===== config.mk =====
export PLATFORM = sky130hd
export DESIGN_NAME = rc5_biphase_frame_encoder
export DESIGN_NICKNAME = d
export VERILOG_FILES = /design/src/design/rbfe_pkg.sv /design/src/design/rbfe_ctrl.sv /design/src/design/rbfe_datapath.sv /design/src/design/rc5_biphase_frame_encoder.sv
export SDC_FILE = /design/constraint.sdc
export NUM_CORES = 1
export LEC_CHECK = 0
export BUFFER_PORTS_ARGS = -buffer_cell sky130_fd_sc_hd__buf_2
export CORE_ASPECT_RATIO = 0.7
export CORE_MARGIN = 1.5
export CORE_UTILIZATION = 57
export DETAILED_ROUTE_END_ITERATION = 8
export GPL_TIMING_DRIVEN = 0
export PLACE_DENSITY_LB_ADDON = 0.08
export SYNTH_ARGS = -nofsm -noshare
export SYNTH_HDL_FRONTEND = slang
export SYNTH_SLANG_ARGS = --single-unit

===== constraint.sdc =====
create_clock -name i_clk -period 4.07 [get_ports i_clk]
set_clock_uncertainty 0.05 [all_clocks]
set_input_delay 0.407 -clock i_clk [delete_from_list [all_inputs] [get_ports i_clk]]
set_output_delay 0.407 -clock i_clk [all_outputs]
set_load 0.02 [all_outputs]

===== src/design/rbfe_pkg.sv =====
// Shared types, constants and frame-building function for the RC5 biphase encoder.
// No dependencies; imported by every module of the block.
package rbfe_pkg;

    // Frame layout
    localparam int CONTROL_BITS = 7;
    localparam int COMMAND_BITS = 6;
    localparam int FULL_BITS    = 13;
    localparam int STD_BITS     = CONTROL_BITS + COMMAND_BITS;
    localparam int FRAME_MAX    = (STD_BITS > FULL_BITS) ? STD_BITS : FULL_BITS;

    // Half-bit stream: lead pulse plus two halves per frame bit
    localparam int HALVES_W    = 1 + 2 * FRAME_MAX;
    localparam int HALVES_STD  = 1 + 2 * STD_BITS;
    localparam int HALVES_FULL = 1 + 2 * FULL_BITS;
    localparam int CNT_W       = $clog2(HALVES_W + 1);

    // Field widths
    localparam int HBT_W   = 12;
    localparam int CW_W    = 7;
    localparam int KEY_W   = 13;
    localparam int DUR_W   = 13;
    localparam int FTIME_W = 17;

    // Configuration register indexes
    localparam int CFG_IDX_W = 2;
    localparam logic [CFG_IDX_W-1:0] CFG_HALF_BIT_TIME    = 2'd0;
    localparam logic [CFG_IDX_W-1:0] CFG_USE_CONTROL_WORD = 2'd1;
    localparam logic [CFG_IDX_W-1:0] CFG_CONTROL_WORD     = 2'd2;

    // Reset values
    localparam logic [HBT_W-1:0] HBT_RESET = 12'd889;

    typedef logic [FRAME_MAX-1:0] t_bits;
    typedef logic [HALVES_W-1:0]  t_halves;
    typedef logic [CNT_W-1:0]     t_count;

    typedef enum logic {
        S_IDLE,
        S_RUN
    } t_state;

    // Controller to datapath
    typedef struct packed {
        logic load;
        logic emit;
    } t_dp_cmd;

    // Datapath to controller
    typedef struct packed {
        logic out_free;
        logic final_word;
    } t_dp_status;

    // Frame bits, MSB first and left aligned; toggle applied to the second bit
    function automatic t_bits frame_bits(
        input logic             use_cw,
        input logic [CW_W-1:0]  cw,
        input logic [KEY_W-1:0] key,
        input logic             parity
    );
        t_bits res;
        logic  b;
        int    idx;
        res = '0;
        for (int i = 0; i < FRAME_MAX; i++) begin
            b = 1'b0;
            if (use_cw) begin
                if (i < CONTROL_BITS) begin
                    idx = CONTROL_BITS - 1 - i;
                    if (idx < CW_W) begin
                        b = cw[idx];
                    end
                end else if (i < STD_BITS) begin
                    idx = COMMAND_BITS - 1 - (i - CONTROL_BITS);
                    if (idx < KEY_W) begin
                        b = key[idx];
                    end
                end
            end else begin
                if (i < FULL_BITS) begin
                    idx = FULL_BITS - 1 - i;
                    if (idx < KEY_W) begin
                        b = key[idx];
                    end
                end
            end
            if (i == 1) begin
                b = b ^ parity;
            end
            res[FRAME_MAX-1-i] = b;
        end
        return res;
    endfunction

    // Biphase expansion: lead pulse, then 0 -> pulse,space and 1 -> space,pulse
    function automatic t_halves expand_halves(input t_bits bits);
        t_halves res;
        res = '0;
        res[HALVES_W-1] = 1'b1;
        for (int i = 0; i < FRAME_MAX; i++) begin
            res[HALVES_W-2-2*i] = ~bits[FRAME_MAX-1-i];
            res[HALVES_W-3-2*i] = bits[FRAME_MAX-1-i];
        end
        return res;
    endfunction

endpackage


===== src/design/rbfe_ctrl.sv =====
// Controller FSM for the RC5 biphase encoder: accepts frames and paces emission.
// Depends on rbfe_pkg.
module rbfe_ctrl (
    input  logic                i_clk,
    input  logic                i_rst_n,
    input  logic                i_in_valid,
    output logic                o_in_stall,
    input  rbfe_pkg::t_dp_status i_status,
    output rbfe_pkg::t_dp_cmd    o_cmd
);
    import rbfe_pkg::*;

    t_state r_state;
    t_state n_state;

    // State register
    always_ff @(posedge i_clk) begin
        if (!i_rst_n) begin
            r_state <= S_IDLE;
        end else begin
            r_state <= n_state;
        end
    end

    // Next state
    always_comb begin
        n_state = r_state;
        unique case (r_state)
            S_IDLE: begin
                if (i_in_valid) begin
                    n_state = S_RUN;
                end
            end
            S_RUN: begin
                if (i_status.out_free && i_status.final_word) begin
                    n_state = S_IDLE;
                end
            end
            default: n_state = S_IDLE;
        endcase
    end

    // Outputs
    always_comb begin
        o_in_stall = 1'b1;
        o_cmd      = '0;
        unique case (r_state)
            S_IDLE: begin
                o_in_stall = 1'b0;
                o_cmd.load = i_in_valid;
            end
            S_RUN: begin
                o_cmd.emit = i_status.out_free;
            end
            default: o_in_stall = 1'b1;
        endcase
    end

endmodule


===== src/design/rbfe_datapath.sv =====
// Datapath of the RC5 biphase encoder: config registers, toggle parity,
// half-bit shift register, run merging, frame time sum and output register.
// Depends on rbfe_pkg.
module rbfe_datapath (
    input  logic                               i_clk,
    input  logic                               i_rst_n,
    // configuration
    input  logic                               i_cfg_we,
    input  logic [rbfe_pkg::CFG_IDX_W-1:0]     i_cfg_index,
    input  logic [31:0]                        i_cfg_data,
    // input word
    input  logic [rbfe_pkg::KEY_W-1:0]         i_key_code,
    input  logic                               i_end_of_press,
    // control
    input  rbfe_pkg::t_dp_cmd                  i_cmd,
    output rbfe_pkg::t_dp_status               o_status,
    // output word
    output logic                               o_out_valid,
    input  logic                               i_out_stall,
    output logic                               o_level,
    output logic [rbfe_pkg::DUR_W-1:0]         o_duration,
    output logic                               o_last,
    output logic [rbfe_pkg::FTIME_W-1:0]       o_frame_time
);
    import rbfe_pkg::*;

    logic [HBT_W-1:0]   r_half_bit_time;
    logic               r_use_cw;
    logic [CW_W-1:0]    r_control_word;
    logic               r_parity;

    t_halves            r_halves;
    t_count             r_left;
    logic [FTIME_W-1:0] r_total;

    logic               r_out_valid;
    logic               r_level;
    logic [DUR_W-1:0]   r_duration;
    logic               r_last;
    logic [FTIME_W-1:0] r_frame_time;

    logic               lvl;
    logic               pair;
    logic [DUR_W-1:0]   dur;
    t_count             left_next;
    logic [FTIME_W-1:0] sum;
    logic               is_last;

    // Configuration registers
    always_ff @(posedge i_clk) begin
        if (!i_rst_n) begin
            r_half_bit_time <= HBT_RESET;
            r_use_cw        <= 1'b1;
            r_control_word  <= '0;
        end else if (i_cfg_we) begin
            unique case (i_cfg_index)
                CFG_HALF_BIT_TIME:    r_half_bit_time <= i_cfg_data[HBT_W-1:0];
                CFG_USE_CONTROL_WORD: r_use_cw        <= i_cfg_data[0];
                CFG_CONTROL_WORD:     r_control_word  <= i_cfg_data[CW_W-1:0];
                default: ;
            endcase
        end
    end

    // Toggle parity flips on each accepted end-of-press frame
    always_ff @(posedge i_clk) begin
        if (!i_rst_n) begin
            r_parity <= 1'b0;
        end else if (i_cmd.load && i_end_of_press) begin
            r_parity <= ~r_parity;
        end
    end

    // Current run: one or two equal halves at the head of the stream
    always_comb begin
        lvl       = r_halves[HALVES_W-1];
        pair      = (r_left > t_count'(1)) && (r_halves[HALVES_W-2] == lvl);
        dur       = pair ? {r_half_bit_time, 1'b0} : {1'b0, r_half_bit_time};
        left_next = pair ? (r_left - t_count'(2)) : (r_left - t_count'(1));
        is_last   = (left_next == '0);
        sum       = r_total + FTIME_W'(dur);
    end

    // Half-bit stream, remaining count and running total
    always_ff @(posedge i_clk) begin
        if (!i_rst_n) begin
            r_left <= '0;
        end else if (i_cmd.load) begin
            r_left <= r_use_cw ? t_count'(HALVES_STD) : t_count'(HALVES_FULL);
        end else if (i_cmd.emit) begin
            r_left <= left_next;
        end
    end

    always_ff @(posedge i_clk) begin
        if (i_cmd.load) begin
            r_halves <= expand_halves(frame_bits(r_use_cw, r_control_word,
                                                 i_key_code, r_parity));
            r_total  <= '0;
        end else if (i_cmd.emit) begin
            r_halves <= pair ? {r_halves[HALVES_W-3:0], 2'b00}
                             : {r_halves[HALVES_W-2:0], 1'b0};
            r_total  <= sum;
        end
    end

    // Output register
    always_ff @(posedge i_clk) begin
        if (!i_rst_n) begin
            r_out_valid <= 1'b0;
        end else if (i_cmd.emit) begin
            r_out_valid <= 1'b1;
        end else if (!i_out_stall) begin
            r_out_valid <= 1'b0;
        end
    end

    always_ff @(posedge i_clk) begin
        if (i_cmd.emit) begin
            r_level      <= lvl;
            r_duration   <= dur;
            r_last       <= is_last;
            r_frame_time <= is_last ? sum : '0;
        end
    end

    // Status to controller
    assign o_status.out_free   = !r_out_valid || !i_out_stall;
    assign o_status.final_word = is_last;

    assign o_out_valid  = r_out_valid;
    assign o_level      = r_level;
    assign o_duration   = r_duration;
    assign o_last       = r_last;
    assign o_frame_time = r_frame_time;

endmodule


===== src/design/rc5_biphase_frame_encoder.sv =====
// Top level of the RC5 biphase frame encoder.
// Depends on rbfe_pkg, rbfe_ctrl and rbfe_datapath.
//
// Usage:
//   Input channel (i_in_valid / o_in_stall) takes one frame request word:
//   i_key_code and i_end_of_press. Output channel (o_out_valid /
//   i_out_stall) delivers the frame as alternating pulse and space words:
//   o_level, o_duration, with o_last and o_frame_time on the final word.
//   Configuration writes (i_cfg_valid / o_cfg_ready, always ready) set
//   half-bit time, frame mode and control word; write them while idle.
//   A frame's first word is registered after the shift register is loaded.
//   Throughput: one word per cycle, 14 to 27 words per frame (runs of two
//   equal halves merge), set by the half-bit shift register advancing one
//   run per cycle. The next frame is accepted in the cycle after the last
//   word is loaded into the output register, even while that word waits.
//   Receiver stall holds the output register and pauses the shifting.
//   Reset: half-bit time 889, standard mode, control word 0, toggle parity
//   0, no word pending.
module rc5_biphase_frame_encoder (
    input  logic                                i_clk,
    input  logic                                i_rst_n,
    // configuration
    input  logic                                i_cfg_valid,
    output logic                                o_cfg_ready,
    input  logic [rbfe_pkg::CFG_IDX_W-1:0]      i_cfg_index,
    input  logic [31:0]                         i_cfg_data,
    // input channel
    input  logic                                i_in_valid,
    output logic                                o_in_stall,
    input  logic [rbfe_pkg::KEY_W-1:0]          i_key_code,
    input  logic                                i_end_of_press,
    // output channel
    output logic                                o_out_valid,
    input  logic                                i_out_stall,
    output logic                                o_level,
    output logic [rbfe_pkg::DUR_W-1:0]          o_duration,
    output logic                                o_last,
    output logic [rbfe_pkg::FTIME_W-1:0]        o_frame_time
);
    import rbfe_pkg::*;

    t_dp_cmd    cmd;
    t_dp_status status;

    assign o_cfg_ready = 1'b1;

    // Controller
    rbfe_ctrl u_ctrl (
        .i_clk      (i_clk),
        .i_rst_n    (i_rst_n),
        .i_in_valid (i_in_valid),
        .o_in_stall (o_in_stall),
        .i_status   (status),
        .o_cmd      (cmd)
    );

    // Datapath
    rbfe_datapath u_datapath (
        .i_clk          (i_clk),
        .i_rst_n        (i_rst_n),
        .i_cfg_we       (i_cfg_valid && o_cfg_ready),
        .i_cfg_index    (i_cfg_index),
        .i_cfg_data     (i_cfg_data),
        .i_key_code     (i_key_code),
        .i_end_of_press (i_end_of_press),
        .i_cmd          (cmd),
        .o_status       (status),
        .o_out_valid    (o_out_valid),
        .i_out_stall    (i_out_stall),
        .o_level        (o_level),
        .o_duration     (o_duration),
        .o_last         (o_last),
        .o_frame_time   (o_frame_time)
    );

endmodule


# Word level (Yosys, flattened, before mapping)

Index checks and enable logic that the tools add are counted.

Register bits: 104
Word-level logic and storage cells: 89
Input bits: 53

Eq/ne operators: 4
Mux-type cells: 36
Bitwise operators: 17
$add $sub $neg: 3
Reductions and logical operators: 13
Order comparisons: 1

Operators by type and width:

| operator              | number |
|---|---|
| $mux W26              | 2 |
| $mux W1               | 28 |
| $mux W27              | 1 |
| $add A17 B13 Y17      | 1 |
| $not A1 Y1            | 16 |
| $mux W5               | 3 |
| $mux W13              | 1 |
| $reduce_and A2 Y1     | 3 |
| $gt A5 B1 Y1 const B  | 1 |
| $logic_not A5 Y1      | 1 |
| $sub A5 B1 Y5 const B | 1 |
| $sub A5 B2 Y5 const B | 1 |
| $logic_and A1 B1 Y1   | 3 |
| $eq A2 B1 Y1 const B  | 1 |
| $eq A2 B2 Y1 const B  | 1 |
| $logic_not A1 Y1      | 2 |
| $logic_not A2 Y1      | 1 |
| $ne A2 B1 Y1 const B  | 1 |
| $pmux W1 S2           | 1 |
| $reduce_bool A2 Y1    | 1 |
| $reduce_or A2 Y1      | 1 |
| $eq A1 B1 Y1          | 1 |
| $logic_or A1 B1 Y1    | 1 |
| $xor A1 B1 Y1         | 1 |

# Longest topological paths before layout

Word-level depth: 7
Mapped depth: 15

# Modules after synthesis

A second synthesis with hierarchy kept.

Cells, all modules: 493
Area total of the unflattened synthesis: 5256.3 µm²

By module, submodules not included:

| module                    | times used | seq. area each (µm²) | area each (µm²) | cells each |
|---|---|---|---|---|
| rbfe_datapath             | 1          | 2642.5               | 5193.7          | 486 |
| rbfe_ctrl                 | 1          | 20.0                 | 51.3            | 5 |
| rc5_biphase_frame_encoder | 1          | 0.0                  | 11.3            | 2 |

# Worst setup path after synthesis

OpenSTA, ideal clock, no wires.

Path type: register -> register
Start point: reg u_datapath.r_left[1]
End point: reg u_datapath.r_frame_time[13] (netlist: u_datapath.o_frame_time[13]), data pin
Data required time: 3.743 ns
Path slack: 0.484 ns
Arrival: 3.259 ns
Stages on the path, launching flop included: 15
Buffers on the path: 3
Library setup time: 0.277 ns
Path through: dfxtp_1 > inv_1 > ha_1 > nor4b_2 > a311oi_1 > buf_2 > buf_2 > mux2_2 > ha_1 > and3_1 > clkbuf_1 > o211a_1 > a21oi_1 > o311ai_0 > nor3_2

Cells in the longest elaborated chain, start to end: 4
Elaborated cells between the ends (all ways): 8
Those cells by class: add/sub: 3; order compare: 1; mux: 2; reduce/logical: 2

RTL lines:

| element                  | line                 | source |
|---|---|---|
| start: declaration       | rbfe_datapath.sv:33  | `t_count r_left;` |
| start signal: assignment | rbfe_datapath.sv:89  | `r_left <= r_use_cw ? t_count'(HALVES_STD) : t_count'(HALVES_FULL);` |
| start signal: assignment | rbfe_datapath.sv:91  | `r_left <= left_next;` |
| $gt A5 B1 Y1             | rbfe_datapath.sv:77  | `pair = (r_left > t_count'(1)) && (r_halves[HALVES_W-2] == lvl);` |
| $logic_and A1 B1 Y1      | rbfe_datapath.sv:77  |  |
| $mux W13                 | rbfe_datapath.sv:78  | `dur = pair ? {r_half_bit_time, 1'b0} : {1'b0, r_half_bit_time};` |
| via u_datapath.dur[9]    | rbfe_datapath.sv:44  | `logic [DUR_W-1:0] dur;` |
| $add A17 B13 Y17         | rbfe_datapath.sv:81  | `sum = r_total + FTIME_W'(dur);` |
| end signal: assignment   | rbfe_datapath.sv:123 | `r_frame_time <= is_last ? sum : '0;` |
| end: declaration         | rbfe_datapath.sv:40  | `logic [FTIME_W-1:0] r_frame_time;` |

The timed path passes the listed nets, and every way through them passes these cells.
A chain may end at the register's enable or synchronous reset.

# Worst setup path in the final report

Start point: reg u_datapath.r_left[0]
End point: reg u_datapath.r_frame_time[10] (netlist: u_datapath.o_frame_time[10]), data pin

The elaborated chain is that of the path after synthesis.

==> results by group <==
Outcome
  • Outcome: completed

Route
  • Via density: 5.97
  • Total routed wirelength: 13500 um
  • Routed Antenna Nets: 0
  • Total number of vias: around 4300
  • DR pass1 iterations: 5
  • Post-route DRC: 0
  • Routed len/inst: 18.7 um
  • Initial DRC count: 361

Finish
  • Most common cell after layout, fill and taps aside: buf_2
  • Reg area: 0.00266 mm2
  • Most frequent cells in the layout: 65 x buf_2, 58 x edfxtp_1, 55 x nand2_1
  • Layout cells sized above 1: 0.216
  • Final net count: 663
  • N_diodes: 0
  • Syn-to-layout area delta: 15.9%
  • Design Area, Final: between 0.006 and 0.007 mm2
  • Multi-input logic area: 0.00268 mm2
  • Fillers: 726

Floorplan
  • DIE WIDTH: 120 um
  • I/O pin total: 88
  • Die Y: 84.8 um
  • Initial Util: 0.594
  • Core area: between 0.009 and 0.01 mm2
  • Die area: between 0.01 and 0.015 mm2
  • Site Rows: 29

Synthesis
  • Yosys cell types: 57
  • Synth top area cells: edfxtp_1 32%, dfxtp_1 17%, mux2i_1 7.9%
  • Mapped cell area: 0.00545 mm2
  • Post-synthesis register bit count: ~100
  • Average size of a mapped cell: 10.6 um2
  • Async SR Flop Fraction: 0
  • Post-synth top area cell: edfxtp_1
  • Post-synth top flop: edfxtp_1
  • Sequential share of the synthesized area: 0.488
  • Top-area cell type share of the netlist area: 0.319
  • Synth Warn #: 0
  • Synthesized instance count: 515
  • Net Count, Synth: 586
  • Post-synth EDFFs: 58

Clock tree
  • Latest clock arrival within the worst-skew pair: 0.35 ns
  • TritonCTS clock tree: yes
  • H-Tree Depth: 3
  • Total CTS buffers: 9
  • Clock sink total: 104
  • Root buffer cell: clkbuf_16
  • Clock buffer depth: 2
  • Post-cts hold buffer count: 0
  • Worst-path clk slew: around 0.070 ns

GRT
  • First-pass GRT wire length: 21600 um
  • Tot GR Track Use: 0.281
  • Initial antenna violation count: 0
  • Vias in the first global route: 4053
  • Largest net degree at the start of global routing: 40
  • Gr ovfl total: 0

Pwr
  • VDD IR max: approximately 0.4 mV
  • PwrDens: 642 mW/mm2
  • Leakage: 2.48 nW

Setup path
  • Type of the worst setup path: reg -> reg
  • Most frequent CP cell: buf_4
  • Worst Path Arrival: 3.87 ns
  • Worst path required time: 4.09 ns
  • Worst reg2reg startpoint: u_datapath.r_left[0]
  • Slowest library cell on the worst path: dfxtp_1
  • Crit path largest cell delay: around 0.44 ns
  • Critical Path Start: u_datapath.r_left[0]
  • Crit path capture type: register
  • Critical R2R Capture: u_datapath.o_frame_time[10]
  • Buf+Inv Stages, Crit Path: 4
  • CP max FO: 10
  • Register-to-Register Path Depth: 15
  • Critical Path Start Type: register
  • Critical path's top delay family: compound AO/OA/AOI/OAI gates
  • Register-to-register setup slack: 0.22 ns
  • Crit path depth: 15
  • Critical-path cell list: ha_2, nor4b_4, a311oi_1, buf_4, buf_4, nor2b_1, ha_1, inv_1, fa_1, nand2b_2, a211oi_4, o21ai_0, a211oi_2, buf_4, nor3_1
  • End of the critical path: u_datapath.o_frame_time[10]

Timing
  • Min Tclk post-route: 3.85 ns
  • Fmax: 260 MHz
  • Fin crit share: 0.945
  • Worst-Margin Slew: 1.27 ns
  • Number of setup violations in the final report: 0
  • Fin. max-slew vios: 0
  • Final setup margin: 0.224 ns
  • Slew margin rel.: 0.154
  • Final hold vios: 0

Job
  • Max cap viols: 0

Placed design
  • Setup WS pre-CTS: -0.307 ns
  • Placed instance area: 0.00595 mm2
  • Placed wire-length estimate: 9750 um
  • Number of port buffers: 65
  • Placer Congestion: 0.894

Worst hold path
  • Hold WC Path Type: in -> reg
[cell families (layout without fill, tap and decap cells)]
logic type                 Yosys count  count (layout)  share of synthesized area
DFF                                104             104                      0.488
buffers and inverters               45             127                     0.0347
muxes                               56              56                      0.108
and+or+nand+nor                    146             146                      0.139
adders and majority gates           18              18                     0.0427
xor gates and xnor gates            12              12                     0.0207
AOI/OAI and AO/OA                  133             133                      0.166
other                                1               1                   0.000688
[synth_stat cells, types with 8 or more instances]
cell      instances
nand3_1          26
a21o_1            9
edfxtp_1         58
clkbuf_1         22
a21oi_1          22
nand2_1          55
ha_1             17
nor2_1           12
nor3_1            8
dfxtp_1          46
inv_1            14
nor3_2            9
mux2i_1          43
a21boi_0         20
o21ai_0          35
mux2_2           12
nor2b_1          12
[where the power goes]
| part | switching, mW | internal (mW) |
|---|---|---|
| Combinational | 1.15 | 0.684 |
| Sequential | 0.101 | 1.32 |
| Clock | 0.386 | 0.414 |
| Total | 1.64 | 2.42 |
[worst register-to-register path: stages (launching register included)]
cell,delay [ns]
dfxtp_1,0.44
ha_2,0.24
nor4b_4,0.21
a311oi_1,0.07
buf_4,0.20
buf_4,0.21
nor2b_1,0.18
ha_1,0.22
inv_1,0.07
fa_1,0.40
nand2b_2,0.25
a211oi_4,0.38
o21ai_0,0.19
a211oi_2,0.24
buf_4,0.17
nor3_1,0.05
[what timing repair did]
| action | CTS | global route |
|---|---|---|
| hold endpoints to repair | 0 | 0 |
| pin swaps | 1 | 3 |
| buffers inserted | 0 | 1 |
| gates cloned | 0 | 0 |
| gates resized for setup | 9 | 14 |
| setup endpoints to repair | 7 | 16 |
[metal layers]
layer | vias up | track usage | share of wire
li1 | 2056 | - | -
met4 | 0 | 0.0693 | 0.0093
met3 | 10 | 0.0685 | 0.083
met1 | 2059 | 0.425 | 0.48
met2 | 176 | 0.405 | 0.42
met5 | - | 0 | 0
[area by class of cell]
type,instances,share of cell area
multi-input cells,366,0.424
flip-flops and latches,104,0.422
repair buffers,67,0.0558
clock buffers,9,0.0356
well taps,124,0.0245
plain buffers,29,0.0222
inverters,15,0.00891
clock inverters,7,0.00733
[stage by stage]
step | setup TNS [ns] | utilization | total power, mW | instances | hold WS [ns]
6_report | 0 | 0.688 | 4.06 | 721 | 0.233
2_1_floorplan | 0 | - | 2.62 | 515 | 0.379
3_3_place_gp | -0.339 | 0.646 | 3.03 | 704 | 0.395
5_1_grt | -0.00604 | 0.688 | 4.28 | 721 | 0.232
4_1_cts | 0 | 0.682 | 3.94 | 721 | 0.218
3_5_place_dp | -0.509 | 0.648 | 3.07 | 705 | 0.405
[how the worst min path moves through the flow]
stage,startpoint,end,cells after the start
5_1_grt,i_cfg_data[8],u_datapath.r_half_bit_time[8],3
2_1_floorplan,u_datapath.r_total[11],u_datapath.r_total[11],2
3_3_place_gp,u_datapath.r_total[9],u_datapath.r_total[9],2
6_report,i_cfg_data[9],u_datapath.r_half_bit_time[9],3
4_1_cts,i_cfg_data[9],u_datapath.r_half_bit_time[9],3
3_5_place_dp,u_datapath.r_total[11],u_datapath.r_total[11],2
[registers in the layout (all words and copies together) (netlist names), 5 cells and up]
| signal | cells |
|---|---|
| u_datapath.r_halves | 27 |
| u_datapath.o_frame_time | 17 |
| u_datapath.r_total | 17 |
| u_datapath.o_duration | 13 |
| u_datapath.r_half_bit_time | 12 |
| u_datapath.r_control_word | 7 |
| u_datapath.r_left | 5 |
No activity file was read; power rests on OpenSTA's default activity.
